**src/rtl/gle_pkg.sv**
```systemverilog
// Package for the glyph layout engine: beat types, codes, constants.
// No dependencies.
`timescale 1ns / 1ps
package gle_pkg;
	localparam int GlyphSlots = 128;
	localparam int KernSlots  = 256;

	localparam logic [1:0] OP_GLYPH = 2'd0;
	localparam logic [1:0] OP_KERN  = 2'd1;
	localparam logic [1:0] OP_CHAR  = 2'd2;
	localparam logic [1:0] OP_HOME  = 2'd3;

	localparam logic [15:0] CODE_NEWLINE = 16'd10;
	localparam logic [15:0] CODE_TAB     = 16'd9;

	localparam logic [2:0] REG_BASELINE = 3'd0;
	localparam logic [2:0] REG_LINE_H   = 3'd1;
	localparam logic [2:0] REG_TAB      = 3'd2;
	localparam logic [2:0] REG_ORG_X    = 3'd3;
	localparam logic [2:0] REG_ORG_Y    = 3'd4;
	localparam logic [2:0] REG_COLOR    = 3'd5;

	typedef struct packed {
		logic [1:0]         op;
		logic [15:0]        code;
		logic [15:0]        next_code;
		logic [15:0]        tex_x;
		logic [15:0]        tex_y;
		logic [15:0]        glyph_width;
		logic [15:0]        glyph_height;
		logic signed [15:0] x_offset;
		logic signed [15:0] y_offset;
		logic [15:0]        advance;
		logic signed [15:0] kern_amount;
	} in_beat_t;

	typedef struct packed {
		logic [15:0]        tex_u;
		logic [15:0]        tex_v;
		logic signed [15:0] pos_x;
		logic signed [15:0] pos_y;
		logic [31:0]        vertex_color;
		logic               last;
	} out_beat_t;

	typedef enum logic [3:0] {
		ST_IDLE, ST_GSCAN, ST_KSCAN, ST_DECIDE, ST_GREAD, ST_TAB,
		ST_EMIT0, ST_EMIT1, ST_STEP
	} state_t;

	// controller -> datapath
	typedef struct packed {
		logic load_in;     // capture input beat, clear scan state
		logic gscan;       // advance glyph table scan
		logic kscan;       // advance kern table scan
		logic gwrite;      // store glyph
		logic kwrite;      // store kern pair
		logic home;
		logic newline;
		logic tab_start;
		logic tab_step;
		logic gread;       // read matched glyph entry
		logic emit0;       // load top-left corner into output reg
		logic emit1;       // load bottom-right corner
		logic advance;     // cursor_x += step + kern amount
	} cmd_t;

	// datapath -> controller
	typedef struct packed {
		logic [1:0]  op;
		logic        is_newline;
		logic        is_tab;
		logic        gscan_done;
		logic        kscan_done;
		logic        gfound;
		logic        gfull;
		logic        kfound;
		logic        kfull;
		logic        tab_done;
		logic        out_busy;
	} status_t;
endpackage

```
**src/rtl/gle_ctrl.sv**
```systemverilog
// Controller state machine of the glyph layout engine.
// Depends on gle_pkg.
`timescale 1ns / 1ps
module gle_ctrl (
	input  logic             clk,
	input  logic             arst_n,
	input  logic             in_fire,
	output logic             in_ready,
	input  gle_pkg::status_t st,
	output gle_pkg::cmd_t    cmd
);
	import gle_pkg::*;

	state_t state_q, state_d;

	always_ff @(posedge clk or negedge arst_n) begin
		if (!arst_n) begin
			state_q <= ST_IDLE;
		end else begin
			state_q <= state_d;
		end
	end

	always_comb begin
		state_d  = state_q;
		cmd      = '0;
		in_ready = 1'b0;
		case (state_q)
			ST_IDLE: begin
				in_ready = 1'b1;
				if (in_fire) begin
					cmd.load_in = 1'b1;
					state_d = ST_GSCAN;
				end
			end
			ST_GSCAN: begin
				if (st.op == OP_HOME) begin
					cmd.home = 1'b1;
					state_d = ST_IDLE;
				end else if (st.op == OP_CHAR && st.is_newline) begin
					cmd.newline = 1'b1;
					state_d = ST_IDLE;
				end else if (st.op == OP_CHAR && st.is_tab) begin
					cmd.tab_start = 1'b1;
					state_d = ST_TAB;
				end else if (st.op == OP_KERN) begin
					state_d = ST_KSCAN;
				end else if (st.gscan_done) begin
					state_d = (st.op == OP_CHAR) ? ST_KSCAN : ST_DECIDE;
				end else begin
					cmd.gscan = 1'b1;
				end
			end
			ST_KSCAN: begin
				if (st.kscan_done) begin
					state_d = ST_DECIDE;
				end else begin
					cmd.kscan = 1'b1;
				end
			end
			ST_DECIDE: begin
				case (st.op)
					OP_GLYPH: begin
						cmd.gwrite = !st.gfound && !st.gfull;
						state_d = ST_IDLE;
					end
					OP_KERN: begin
						cmd.kwrite = !st.kfound && !st.kfull;
						state_d = ST_IDLE;
					end
					default: begin
						if (st.gfound) begin
							cmd.gread = 1'b1;
							state_d = ST_GREAD;
						end else begin
							state_d = ST_IDLE;
						end
					end
				endcase
			end
			ST_GREAD: state_d = ST_EMIT0;
			ST_EMIT0: begin
				if (!st.out_busy) begin
					cmd.emit0 = 1'b1;
					state_d = ST_EMIT1;
				end
			end
			ST_EMIT1: begin
				if (!st.out_busy) begin
					cmd.emit1 = 1'b1;
					state_d = ST_STEP;
				end
			end
			ST_STEP: begin
				cmd.advance = 1'b1;
				state_d = ST_IDLE;
			end
			ST_TAB: begin
				if (st.tab_done) begin
					state_d = ST_IDLE;
				end else begin
					cmd.tab_step = 1'b1;
				end
			end
			default: state_d = ST_IDLE;
		endcase
	end
endmodule

```
**config.mk**
```make
export PLATFORM = sky130hd
export DESIGN_NAME = gle_ctrl
export DESIGN_NICKNAME = d
export VERILOG_FILES = /design/src/rtl/gle_pkg.sv /design/src/rtl/gle_ctrl.sv
export SDC_FILE = /design/constraint.sdc
export NUM_CORES = 1
export LEC_CHECK = 0
export ABC_AREA = 0
export BUFFER_PORTS_ARGS = -buffer_cell sky130_fd_sc_hd__buf_4
export CAP_MARGIN = 10
export CORE_AREA = 2 2 39 41
export CTS_BUF_LIST = sky130_fd_sc_hd__clkbuf_16
export CTS_CLUSTER_SIZE = 8
export DETAILED_ROUTE_END_ITERATION = 8
export DIE_AREA = 0 0 41 43
export HOLD_SLACK_MARGIN = 0.05
export PLACE_DENSITY_LB_ADDON = 0.05
export SLEW_MARGIN = 20
export SYNTH_ARGS = -nofsm -noshare
export SYNTH_HDL_FRONTEND = slang
export SYNTH_SLANG_ARGS = --single-unit
```
**constraint.sdc**
```tcl
create_clock -name clk -period 1.7 [get_ports clk]
set_input_delay 0 -clock clk [delete_from_list [all_inputs] [get_ports clk]]
set_output_delay 0 -clock clk [all_outputs]
set_load 0.02 [all_outputs]
```
==> results.toml <==
[logic_synthesis]
syn_nets = 73
synth_top_family_by_area = "simple AND/OR/NAND/NOR gates"
ys_ff_latch = 4
synth_xor_area_frac = 0
synthTopCellsByArea = "dfrtp_1, nor3_1, nor4_1, nor2b_1, or3_1"
yosys.area_share.simple = 0.4637
synthCells = 58
netlist_area_um2 = 447.9
synth-edff-count = 0
ys_seq_area_frac = 0.2235
yosys_most_used_dff = "dfrtp_1"
synth_top_area_frac = 0.2235
synth-compound-area-share = 0.2263
synthArstFlopShare = 1.000
synth_top_cell_by_area = "dfrtp_1"
avgSynthCellArea_um2 = 7.723
ys_warn_count = 0
yosysUniqueCellTypes = 34
synthMuxAreaShare = 0.02235
synth_fa_ha_area_frac = 0

[pwr]
power_density_nw_per_um2 = 1541
internal-power_uw = 727.0
p_clk_frac = 0.303
ir_worst_vdd_mv = 1.058
seqPwrFrac = 0.185
p_sw_uw = 464.8
cellLeakagePower_uw = 0.0003573
total_power_uw = 1192
power_frac_comb = 0.511
swShare = 0.3900

[final_layout]
regMostFlops = "state_q"
final_nets = 107
drive_gt1_frac = 0.4778
post-route-util = 0.5588
num_antenna_cells = 0
reg_top3 = "state_q (4)"
layoutNonFillerInstCount = 106
largest_register_ffs = 4
syn2layout_area_growth_pct = 72.63

[grt]
grt_pass1_vias = 539
grt_pass1_wl_mm = 2.104
grt_usage = 0.1744
grt_max_degree = 12
antenna_found_initial = 0
gr-total-overflow = 0

[sta]
finalClockSkew_ns = 0.0004778
fin_crit_sh = 0.9368
slew_headroom = 0.8317
setup_viol = 0
setup-tns-final_ns = 0
worstMarginPinSlew_ns = 0.2509
slew_violations = 0
fin_ws_ns = 0.1074
max_freq_ghz = 0.6279
hold_viol_final = 0
rsz0062_at_grt = "no"
period_needed_ns = 1.593

[hold_path]
hold_path.class = "in2async"

[place]
portBuffers = 28
placed_cells = 101
place_hpwl_mm = 1.062
dpl_worst_slack_ns = 0.1208
gp_congestion = 0.8134

[die]
initial_core_util = 0.3237
core_area_um2 = 1384
rows = 14
ioPinCount = 29
die_height_um = 43
design.die.area_um2 = 1763
dieWidth_um = 41

[clock_network]
clk_pin_slew_ns = 0.03
root_buffer = "clkbuf_16"
h-tree-depth = 1
clk_latency_ns = 0.22
cts_inserted_buffers = 3
clock-sinks = 4
cts_buffer_depth = 2
tritoncts = "built"
postCtsSetupRepairBufs = 0

[setup_path]
slowest_delay_ns = 0.55
path_cells = "or4_1, nor4_1, buf_4"
crit_fanout = 9
critPathArrivalTime_ns = 1.59
crit_slowest_cell = "or4_1"
path_class = "reg2out"
cp-start-kind = "register"
cp_num_buf_inv = 1
reg2reg_from = "state_q[0]$_DFFE_PN0P_"
worstPathRequired_ns = 1.70
critical_path.top_delay_family = "simple AND/OR/NAND/NOR gates"
crit_path_end_kind = "output port"
worstSetupStartpoint = "state_q[2]$_DFFE_PN0P_"

[routing]
routed_wl_mm = 1.363
via_count = 558
antenna_left = 0
viasPerCell = 5.264
first_iter_violations = 3
first_pass_iters = 4
wl_per_cell_um = 12.86
drc = 0

[run]
drv_cap = 0

[outcome]
run_status = "completed"
[power by group through the flow]
stage	logic, uW	clock network (uW)	registers (uW)
final	609	361	221
after global routing	666	374	234
after CTS	611	370	215
after detailed placement	605	0	216
after global placement	612	0	214
after floorplan	470	0	154
[placed cells by master, fill, tap and decap left out]
cell type	instances
nor2_1	3
clkbuf_16	3
nand4_1	1
and3_2	2
a32oi_1	1
and4b_4	1
dfrtp_1	2
or3_1	3
mux2i_1	1
o211a_1	1
a21oi_1	1
a211oi_1	2
a21oi_2	1
inv_1	3
or3b_1	1
nor2b_1	3
or4_1	1
nand3_1	1
o21ai_0	1
dlygate4sd3_1	2
nand2_2	1
o31a_2	1
o21ba_2	1
dfrtp_2	2
nand2_1	2
o21ai_1	1
and2_1	1
nor3_1	6
o21ai_2	1
nand2b_1	2
o21bai_1	1
or2b_1	1
o31ai_1	1
nor4_1	4
buf_4	30
nor3b_1	1
[kinds of logic (layout without fill, tap and decap cells)]
family,Yosys count,in the layout
flip-flops,4,4
multiplexers,1,1
buffers and inverters,6,38
AO/OA/AOI/OAI,13,13
AND/OR/NAND/NOR,34,34
[worst register-to-register path: cells and delay by family (launching register included)]
kind	cells	cell delay (ns)
AND/OR/NAND/NOR	2	0.60
flip-flops	1	0.46
AO/OA/AOI/OAI	2	0.32
[metal layers]
layer,GRT usage,wire [um],vias to the layer above
met4,0.08667,0,0
met3,0.05759,77,0
met1,0.2085,591,258
li1,-,-,283
met5,0,0,-
met2,0.2656,693,17
[metrics by stage]
step           cell area [um2]  hold WS, ns
2_1_floorplan            447.9      -0.2956
3_3_place_gp             675.6      -0.2023
3_5_place_dp             675.6      -0.2021
4_1_cts                  770.7       0.1036
5_1_grt                  773.2       0.1331
6_report                 773.2       0.1162
[cells in the mapped netlist (all sizes together), types with 2 or more instances]
| cell type | count |
|---|---|
| or3 | 3 |
| and3 | 2 |
| nor3 | 6 |
| a21oi | 2 |
| a211oi | 2 |
| nor2b | 3 |
| o21ai | 3 |
| buf | 3 |
| nor2 | 3 |
| nand2 | 3 |
| nand2b | 2 |
| dfrtp | 4 |
| inv | 3 |
| nor4 | 4 |
[worst paths after layout]
check                                         end  slack, ns  cells past startpoint
hold reg to reg            state_q[3]$_DFFE_PN0P_       0.65                      2
hold / removal             state_q[1]$_DFFE_PN0P_       0.12                      2
setup reg to reg           state_q[0]$_DFFE_PN0P_       0.19                      4
min in group clk           state_q[2]$_DFFE_PN0P_       0.18                      3
max in group asynchronous  state_q[0]$_DFFE_PN0P_       1.47                      2
setup / recovery                           cmd[9]       0.11                      3
[layout make-up]
type                       instances  area, um2
timing repair buffer              32      245.2
fill                             144      610.6
clock buffer                       3      75.07
multi-input combinational         48      319.1
inverter                           3      11.26
tap                               16      20.02
sequential                         4      102.6
[what timing repair did]
item | in CTS | in global routing
endpoints found under the hold margin | 5 | 0
setup endpoints to repair | 0 | 2
resized for setup | 0 | 2
hold buffers | 2 | 0
No activity file was read; power rests on OpenSTA's default activity.
